### config.mk
export PLATFORM = sky130hd
export DESIGN_NAME = dual_wheel_incremental_pi_speed_top
export DESIGN_NICKNAME = d
export VERILOG_FILES = /design/src/hw/rtl/dwips_pkg.sv /design/src/hw/rtl/dual_wheel_incremental_pi_speed_top.sv
export SDC_FILE = /design/constraint.sdc
export NUM_CORES = 2
export LEC_CHECK = 0
export BUFFER_PORTS_ARGS = -buffer_cell sky130_fd_sc_hd__clkbuf_2
export CORE_MARGIN = 8
export CORE_UTILIZATION = 40
export CTS_CLUSTER_SIZE = 28
export DETAILED_ROUTE_END_ITERATION = 8
export GPL_TIMING_DRIVEN = 0
export PLACE_DENSITY = 0.57
export SLEW_MARGIN = 20
export SYNTH_ARGS = -nofsm -noshare
export SYNTH_HDL_FRONTEND = slang
export SYNTH_SLANG_ARGS = --single-unit
### constraint.sdc
create_clock -name clk -period 32.4 [get_ports clk]
set_input_delay 6.48 -clock clk [delete_from_list [all_inputs] [get_ports clk]]
set_output_delay 6.48 -clock clk [all_outputs]
set_load 0.03 [all_outputs]
### src/hw/rtl/dwips_pkg.sv
// Package for the dual wheel PI speed controller: widths, register codes, wheel update.
`default_nettype none
package dwips_pkg;

	localparam int CountW = 14;   // encoder count / target width
	localparam int GainW  = 10;   // gain width
	localparam int LimW   = 14;   // duty limit and magnitude width
	localparam int ErrW   = 15;   // error and duty state width
	localparam int DiffW  = 16;   // change of error width
	localparam int ProdW  = 27;   // gain times difference
	localparam int SumW   = 28;   // full duty sum before clamp
	localparam int IdxW   = 3;    // configuration index width

	localparam logic [LimW-1:0] LimitReset = 14'd5000;

	typedef enum logic [IdxW-1:0] {
		REG_TARGET_L = 3'd0,
		REG_TARGET_R = 3'd1,
		REG_KP_L     = 3'd2,
		REG_KI_L     = 3'd3,
		REG_KP_R     = 3'd4,
		REG_KI_R     = 3'd5,
		REG_LIMIT    = 3'd6
	} cfg_reg_t;

	typedef struct packed {
		logic signed [CountW-1:0] target;
		logic [GainW-1:0]         kp;
		logic [GainW-1:0]         ki;
	} wheel_cfg_t;

	typedef struct packed {
		logic signed [ErrW-1:0] err;
		logic signed [ErrW-1:0] duty;
	} wheel_upd_t;

	// one incremental PI step, clamped to +/- limit
	function automatic wheel_upd_t wheel_update(
		input wheel_cfg_t             cfg,
		input logic signed [ErrW-1:0] speed,
		input logic signed [ErrW-1:0] prev_err,
		input logic signed [ErrW-1:0] prev_duty,
		input logic [LimW-1:0]        limit
	);
		wheel_upd_t              r;
		logic signed [ErrW-1:0]  err;
		logic signed [DiffW-1:0] diff;
		logic signed [GainW:0]   kp_s;
		logic signed [GainW:0]   ki_s;
		logic signed [ProdW-1:0] p_term;
		logic signed [ProdW-1:0] i_term;
		logic signed [SumW-1:0]  sum;
		logic signed [SumW-1:0]  lim_p;
		logic signed [SumW-1:0]  lim_n;
		logic signed [SumW-1:0]  clamped;
		err     = ErrW'({cfg.target[CountW-1], cfg.target}) - speed;
		diff    = DiffW'({err[ErrW-1], err}) - DiffW'({prev_err[ErrW-1], prev_err});
		kp_s    = {1'b0, cfg.kp};
		ki_s    = {1'b0, cfg.ki};
		p_term  = diff * kp_s;
		i_term  = err * ki_s;
		sum     = SumW'({{(SumW-ErrW){prev_duty[ErrW-1]}}, prev_duty})
			+ SumW'({p_term[ProdW-1], p_term})
			+ SumW'({i_term[ProdW-1], i_term});
		lim_p   = SumW'({{(SumW-LimW){1'b0}}, limit});
		lim_n   = -lim_p;
		if (sum > lim_p) begin
			clamped = lim_p;
		end else if (sum < lim_n) begin
			clamped = lim_n;
		end else begin
			clamped = sum;
		end
		r.err  = err;
		r.duty = clamped[ErrW-1:0];
		return r;
	endfunction

	// absolute value of a clamped duty; always fits the magnitude width
	function automatic logic [LimW-1:0] duty_mag(input logic signed [ErrW-1:0] d);
		logic signed [ErrW-1:0] a;
		a = d[ErrW-1] ? -d : d;
		return a[LimW-1:0];
	endfunction

endpackage
`default_nettype wire

### src/hw/rtl/dual_wheel_incremental_pi_speed_top.sv
// Top level of the dual wheel incremental PI speed controller.
// The input register loads at the accepting edge, the result register when its slot is free
// or draining. Throughput: one request per cycle while out_ready is high; once both registers
// hold a request, in_ready follows out_ready combinationally, so a stalled receiver holds off
// the input after two requests.
// Requests with run_enable low are taken and dropped: no result, no state change.
// Reset (arst_n low, asynchronous): state, targets, gains and valid flags zero, duty_limit 5000.
`default_nettype none
module dual_wheel_incremental_pi_speed_top (
	input  wire logic                              clk,
	input  wire logic                              arst_n,
	// configuration write channel
	input  wire logic                              cfg_valid,
	output logic                                   cfg_ready,
	input  wire logic [dwips_pkg::IdxW-1:0]        cfg_index,
	input  wire logic [dwips_pkg::LimW-1:0]        cfg_data,
	// input request channel
	input  wire logic                              in_valid,
	output logic                                   in_ready,
	input  wire logic signed [dwips_pkg::CountW-1:0] count_left,
	input  wire logic signed [dwips_pkg::CountW-1:0] count_right,
	input  wire logic                              run_enable,
	// result channel
	output logic                                   out_valid,
	input  wire logic                              out_ready,
	output logic                                   left_dir_pin,
	output logic [dwips_pkg::LimW-1:0]             left_magnitude,
	output logic                                   right_dir_pin,
	output logic [dwips_pkg::LimW-1:0]             right_magnitude
);

	// configuration registers
	dwips_pkg::wheel_cfg_t            cfg_l_q, cfg_r_q;
	logic [dwips_pkg::LimW-1:0]       limit_q;

	// controller state
	logic signed [dwips_pkg::ErrW-1:0] prev_err_l_q, prev_err_r_q;
	logic signed [dwips_pkg::ErrW-1:0] prev_duty_l_q, prev_duty_r_q;

	// input stage: only run-mode requests become valid here
	logic                                valid_s1;
	logic signed [dwips_pkg::CountW-1:0] count_l_s1, count_r_s1;

	// result register
	logic                              out_valid_q;
	logic                              left_dir_q, right_dir_q;
	logic [dwips_pkg::LimW-1:0]        left_mag_q, right_mag_q;

	logic                              in_fire, advance;
	logic signed [dwips_pkg::ErrW-1:0] speed_l, speed_r;
	dwips_pkg::wheel_upd_t             upd_l, upd_r;

	assign cfg_ready = 1'b1;

	// stage 1 moves into the result register whenever that slot is free or draining
	assign advance  = valid_s1 && (!out_valid_q || out_ready);
	assign in_ready = !valid_s1 || advance;
	assign in_fire  = in_valid && in_ready;

	// right count is negated; -8192 becomes +8192, which fits 15 bits
	assign speed_l = {count_l_s1[dwips_pkg::CountW-1], count_l_s1};
	assign speed_r = dwips_pkg::ErrW'(0) - {count_r_s1[dwips_pkg::CountW-1], count_r_s1};

	always_comb begin
		upd_l = dwips_pkg::wheel_update(cfg_l_q, speed_l, prev_err_l_q, prev_duty_l_q, limit_q);
		upd_r = dwips_pkg::wheel_update(cfg_r_q, speed_r, prev_err_r_q, prev_duty_r_q, limit_q);
	end

	// configuration writes; indexes past the list are ignored
	always_ff @(posedge clk or negedge arst_n) begin
		if (!arst_n) begin
			cfg_l_q <= '0;
			cfg_r_q <= '0;
			limit_q <= dwips_pkg::LimitReset;
		end else if (cfg_valid) begin
			unique case (cfg_index)
				dwips_pkg::REG_TARGET_L: cfg_l_q.target <= cfg_data;
				dwips_pkg::REG_TARGET_R: cfg_r_q.target <= cfg_data;
				dwips_pkg::REG_KP_L:     cfg_l_q.kp     <= cfg_data[dwips_pkg::GainW-1:0];
				dwips_pkg::REG_KI_L:     cfg_l_q.ki     <= cfg_data[dwips_pkg::GainW-1:0];
				dwips_pkg::REG_KP_R:     cfg_r_q.kp     <= cfg_data[dwips_pkg::GainW-1:0];
				dwips_pkg::REG_KI_R:     cfg_r_q.ki     <= cfg_data[dwips_pkg::GainW-1:0];
				dwips_pkg::REG_LIMIT:    limit_q        <= cfg_data;
				default: ;
			endcase
		end
	end

	// input stage control
	always_ff @(posedge clk or negedge arst_n) begin
		if (!arst_n) begin
			valid_s1 <= 1'b0;
		end else if (in_ready) begin
			valid_s1 <= in_valid && run_enable;
		end
	end

	always_ff @(posedge clk) begin
		if (in_fire) begin
			count_l_s1 <= count_left;
			count_r_s1 <= count_right;
		end
	end

	// state updates together with the result load
	always_ff @(posedge clk or negedge arst_n) begin
		if (!arst_n) begin
			prev_err_l_q  <= '0;
			prev_err_r_q  <= '0;
			prev_duty_l_q <= '0;
			prev_duty_r_q <= '0;
			out_valid_q   <= 1'b0;
		end else begin
			if (advance) begin
				prev_err_l_q  <= upd_l.err;
				prev_err_r_q  <= upd_r.err;
				prev_duty_l_q <= upd_l.duty;
				prev_duty_r_q <= upd_r.duty;
				out_valid_q   <= 1'b1;
			end else if (out_ready) begin
				out_valid_q   <= 1'b0;
			end
		end
	end

	// result payload; right direction pin is inverted
	always_ff @(posedge clk) begin
		if (advance) begin
			left_dir_q  <= ~upd_l.duty[dwips_pkg::ErrW-1];
			left_mag_q  <= dwips_pkg::duty_mag(upd_l.duty);
			right_dir_q <= upd_r.duty[dwips_pkg::ErrW-1];
			right_mag_q <= dwips_pkg::duty_mag(upd_r.duty);
		end
	end

	assign out_valid       = out_valid_q;
	assign left_dir_pin    = left_dir_q;
	assign left_magnitude  = left_mag_q;
	assign right_dir_pin   = right_dir_q;
	assign right_magnitude = right_mag_q;

endmodule
`default_nettype wire

Yosys cells after proc, flatten, opt, wreduce, memory -nomap -nowiden
Cells that the tools add are included.

Flip-flop bits (word level): 202. Bits of input ports: 51. Output and inout bits: 33. Logic and storage cells: 70.

Add/subtract/negate cells: 12. $mul: 4. Magnitude comparators: 4. Eq/ne operators: 6. Multiplexer cells: 8. Bitwise gates (word level): 1. Reduce and logical (&&, ||, !) cells: 16.

Operators with widths (number): 2-to-1 mux 15 bit (4); adder 15 x 27 -> 28 bit (2); adder 28 bit (2); greater-than comparator 28 x 15 -> 1 bit (2); < comparator 28 bit (2); multiplier 16 x 11 -> 27 bit (2); multiplier 15 x 11 -> 26 bit (2); subtractor 15 x 15 -> 16 bit (2); 2-to-1 mux 14 bit (2); negator 14 bit (2); negator 14 -> 28 bit (1); subtractor 1 x 14 -> 15 bit, first input constant (1); subtractor 14 x 14 -> 15 bit (1); subtractor 15 bit (1); AND reduction 2 bit (7); equality test 3 bit, second input constant (3); equality test 3 x 2 -> 1 bit, second input constant (2); equality test 3 x 1 -> 1 bit, second input constant (1); logical AND 1 bit (3); logical NOT 3 bit (1); logical NOT 1 bit (2); logical OR 1 bit (2); 2-to-1 mux 1 bit (2); nonzero test 2 bit (1); NOT 1 bit (1).

Depth between registers and ports, before layout
Depth in word-level cells: 11. Mapped depth: 62. Depth with buffers taken out: 60.

Least setup slack after synthesis
OpenSTA, ideal clock, no wires.

Kind: reg-to-reg. Start point: register cfg_r_q[20] in the netlist's numbering. End point: register right_mag_q, in the netlist right_magnitude[13], data pin. Data arrival time: 13418 ps. Data required time: 32141 ps. Path slack: 18722 ps. Stages on the path, launching flop included: 57. Buffers on the path: 3. Cells stage by stage: dfrtp_1 ha_1 fa_1 a21o_1 a21oi_1 o21bai_1 a21oi_1 o21bai_1 a21oi_1 o21bai_1 a21oi_1 o21bai_1 a21oi_1 xnor2_1 clkbuf_1 nand2_1 fa_1 inv_1 (+21 left out) inv_1 nor3_1 a21boi_0 o21ai_0 and2_1 ha_1 nand4_1 nor3_1 o21ai_0 or4b_2 a41oi_1 clkbuf_1 inv_1 nand3_1 o211ai_1 nor4_4 a41oi_1 xnor2_1.

RTL lines: from (decl) (line dual_wheel_incremental_pi_speed_top.sv:33) `dwips_pkg::wheel_cfg_t cfg_l_q, cfg_r_q;`; to (signal assigned) (line dual_wheel_incremental_pi_speed_top.sv:132) `right_mag_q <= dwips_pkg::duty_mag(upd_r.duty);`; to (decl) (line dual_wheel_incremental_pi_speed_top.sv:47) `logic [dwips_pkg::LimW-1:0] left_mag_q, right_mag_q;`.

==> results.md <==
Synth:
- Synthesis inferred 202 register bits.
- Summed over all instances, the cell type with the most area after synthesis is sky130_fd_sc_hd__fa_1.
- Summing every instance area after synthesis gives 39800 um2.
- The total of warnings raised by yosys is 0.
- The synthesized design contains 58 enable-type register cells.
- The net count of the mapped netlist is 5427.
- Of the synthesized area, sequential elements account for 0.134.
- The primary flip-flop cell chosen by synthesis mapping is sky130_fd_sc_hd__dfrtp_1.
- For this run, asynchronously set or reset flops after synthesis account for 0.713.
- In the synthesized netlist, the number of instances is 4329.
- By area the synthesized netlist is led by sky130_fd_sc_hd__fa_1 33%, sky130_fd_sc_hd__ha_1 12%, sky130_fd_sc_hd__dfrtp_1 8.7%.
- Averaged over all synthesized cells, the footprint is 9.20 um2.
- The number of distinct library cell variants in the gate-level netlist after synthesis is 91.
- Of the post-synthesis cell area, the dominant cell type holds 0.332.

Global route:
- Across every metal layer, demand over resource in global routing totals 0.197.
- Entering global routing, the biggest net connects 90 pins.
- Global routing finished with a remaining overflow of 0.
- After global routing, the most crowded layer is met2.
- In the global route stage, met1 resource usage came out at 0.287.
- For met2 alone, demand over resource in global routing was 0.300.
- The met3 track utilization from global routing is 0.0410.
- The number of global-route vias before repair is 30300.
- The first global-routing pass estimated 173 mm of wire.
- The number of antenna violations at the first check in global routing was 7.

Layout:
- Leaving out fill and tap cells, the most frequent cell in the layout is sky130_fd_sc_hd__inv_1.
- The top cell types in the final layout, fill and taps aside, are 897 x sky130_fd_sc_hd__inv_1, 660 x sky130_fd_sc_hd__fa_1, 415 x sky130_fd_sc_hd__nand2_1.
- Summing all non-filler instances in the final layout gives an area of 42800 um2.
- The ratio of cells with drive above 1 in the final layout is 0.0604.
- The area added between synthesis and finish is 7.48%.
- The final layout contains 5538 nets.

Floorplan:
- In this run the vertical extent of the chip is 332 um.
- In this run the core area contains 115 standard-cell rows.
- For this design the top-level I/O count stands at 84.
- The core region area is 98600 um2.
- The die covers 110000 um2.
- The initial standard-cell utilization of the core is 0.404.
- The width of the die is 332 um.

Timing:
- The accumulated negative setup slack is 0 ns.
- The actual slew at the worst max-slew pin is 1.22 ns.
- The final count of pins violating max slew is 0.
- For the final database, setup skew stands at 0.0262 ns.
- The number of hold-slack violations in the final timing report is 0.
- The final count of negative-setup-slack endpoints is 0.
- The worst setup margin is 15.87 ns.
- Setup repair after global routing left no endpoint under its margin.
- Timing would allow up to 60.5 MHz.
- The worst slew margin relative to its limit is 0.180.
- The tightest hold margin is 0.484 ns.
- The portion of the clock cycle consumed by the worst path in the final layout is 0.510.
- The clock period minus final worst setup slack is 16.53 ns.

Placed design:
- In this run the tool buffered the top-level ports with 80 buffer cells.
- In this run the cell area measured after placement is 42000 um2.
- The global placer's final weighted congestion is 0.941.
- Once detailed placement completed, the half-perimeter wirelength came to 91.8 mm.
- Prior to clock tree synthesis, the placed netlist has a worst setup slack of 15.79 ns.

Worst setup path:
- STA puts the critical path data arrival time at 16.83 ns.
- The data required time at the worst endpoint is 32.70 ns.
- The largest individual stage delay along the critical path comes from the cell sky130_fd_sc_hd__a211oi_1.
- In this run the critical register-to-register path is launched from count_r_s1[0].
- The worst register-to-register path ends at right_magnitude[13].
- The category of the worst setup path capture point is a flip-flop.
- STA classifies the critical path startpoint as a flip-flop.
- The largest fanout on the critical path is 10.
- The number of cells on the worst reg-to-reg path is 53.
- The type of the worst setup path is flip-flop to flip-flop.
- The most prevalent standard cell on the critical path is sky130_fd_sc_hd__fa_1.
- The delay contributed by the slowest stage of the critical path is 0.75 ns.
- The worst register-to-register path has a setup slack of 15.87 ns.

Worst hold path:
- The startpoint identified for the worst hold timing path is prev_err_l_q[1].
- The worst hold path terminates at prev_err_l_q[1].
- The cell count of the worst hold path is 2.
- The path class of the lowest-slack min-delay path is flip-flop to flip-flop.

Drt:
- The number of iterations in the first detailed-routing pass is 6.
- The sum of routed wire length over all layers is 109 mm.
- The number of remaining DRC errors is 0.
- The first-iteration detailed-routing DRC count is 1834.
- The remaining antenna violation count after routing is 0.
- The wire length per cell is 19.0 um.
- The via count is 29600.
- The via count normalized by instance count is 5.14.

Clock tree:
- TritonCTS built the clock tree.
- Buffers inserted during clock tree synthesis total 23.
- The hold buffer count at cts is 0.
- At the later pin of the worst-skew pair, clock insertion delay measures 0.58 ns.
- The root buffer cell is sky130_fd_sc_hd__clkbuf_16.
- The count of H-tree levels built during CTS is 1.
- The clock net sink count is 202.
- The clock-pin slew on the worst setup and hold paths is 0.06 ns.
- The number of buffers inserted to repair setup after CTS is 0.
- The number of gates given a new drive strength after cts is 0.
- In this run the deepest clock path goes through 3 buffers.

Status:
- The run finished with clean final reports.

Run:
- The number of max-cap violations is 0.
-- area by class of cell --
type                            count  area [um2]
Multi-Input combinational cell   3072       30600
Timing Repair Buffer               86         494
Clock buffer                       28         636
Fill cell                        9730       55800
Inverter                          901        3380
Buffer                            154         588
Sequential cell                   202        5350
Antenna cell                        1        2.50
Tap cell                         1287        1610
Clock inverter                     14         165
-- cell usage after synthesis (15+ instances only) --
cell	number
sky130_fd_sc_hd__a21o_1	47
sky130_fd_sc_hd__nand2b_1	28
sky130_fd_sc_hd__clkbuf_1	147
sky130_fd_sc_hd__nor2b_1	54
sky130_fd_sc_hd__dfrtp_1	139
sky130_fd_sc_hd__xnor2_1	121
sky130_fd_sc_hd__mux2_2	92
sky130_fd_sc_hd__xor2_1	33
sky130_fd_sc_hd__nor3_1	55
sky130_fd_sc_hd__fa_1	660
sky130_fd_sc_hd__a21boi_0	25
sky130_fd_sc_hd__edfxtp_1	58
sky130_fd_sc_hd__o21ai_0	164
sky130_fd_sc_hd__and2_1	284
sky130_fd_sc_hd__inv_1	897
sky130_fd_sc_hd__and3_1	53
sky130_fd_sc_hd__a41oi_1	18
sky130_fd_sc_hd__nand3_1	43
sky130_fd_sc_hd__o211ai_1	26
sky130_fd_sc_hd__ha_1	387
sky130_fd_sc_hd__a31oi_1	15
sky130_fd_sc_hd__o21bai_1	21
sky130_fd_sc_hd__a41o_1	16
sky130_fd_sc_hd__nor2_1	132
sky130_fd_sc_hd__a211oi_1	21
sky130_fd_sc_hd__nand2_1	415
sky130_fd_sc_hd__a21oi_1	149
sky130_fd_sc_hd__o21a_1	21
sky130_fd_sc_hd__mux2i_1	20
-- critical path, delay by kind of cell, from the launching register on --
family                     cells  cell delay, ns
buffers and inverters          7            1.84
xor gates and xnor gates       3            0.81
adders and majority gates     14            6.06
AOI/OAI and AO/OA             20            4.92
DFF                            1            0.39
and+or+nand+nor                9            2.19
-- flip-flops by register name, summed over array words and instances, names as in the netlist --
register,cells
valid_s1,1
count_l_s1,14
left_dir_pin,1
limit_q,14
cfg_l_q,34
prev_err_l_q,15
cfg_r_q,34
prev_duty_r_q,15
right_magnitude,14
right_dir_pin,1
prev_duty_l_q,15
prev_err_r_q,15
out_valid,1
count_r_s1,14
left_magnitude,14
-- cell families after synthesis --
family,synth area share
and+or+nand+nor,0.143
DFF,0.134
xor gates and xnor gates,0.0339
adders and majority gates,0.453
buffers and inverters,0.0996
AOI/OAI and AO/OA,0.105
other,0.0000942
muxes,0.0310
-- per-stage QoR --
stage	cells	utilization
after detailed placement	5701	0.426
after CTS	5743	0.434
after global placement	5696	0.424
after floorplan	4329	-
final	5745	0.434
after global routing	5744	0.434
-- worst max path at each step --
stage,cells after the start,endpoint,startpoint,slack (ns)
after global routing,58,left_magnitude[7],cfg_l_q[20],14.82
after detailed placement,54,right_magnitude[1],count_r_s1[1],15.79
final,53,right_magnitude[13],count_r_s1[0],15.87
after global placement,54,right_magnitude[13],count_r_s1[1],15.86
after floorplan,56,right_magnitude[13],cfg_r_q[20],18.72
after CTS,54,right_magnitude[1],count_r_s1[1],15.73
-- per-layer routing --
| layer | vias up | routed length, um |
|---|---|---|
| met5 | - | 0 |
| met4 | 0 | 2530 |
| met3 | 110 | 8170 |
| met2 | 842 | 46600 |
| met1 | 14600 | 51600 |
| li1 | 14000 | - |
Power is not shown: default switching activity piles up to over one toggle a cycle in this logic, so the estimate is an artifact.
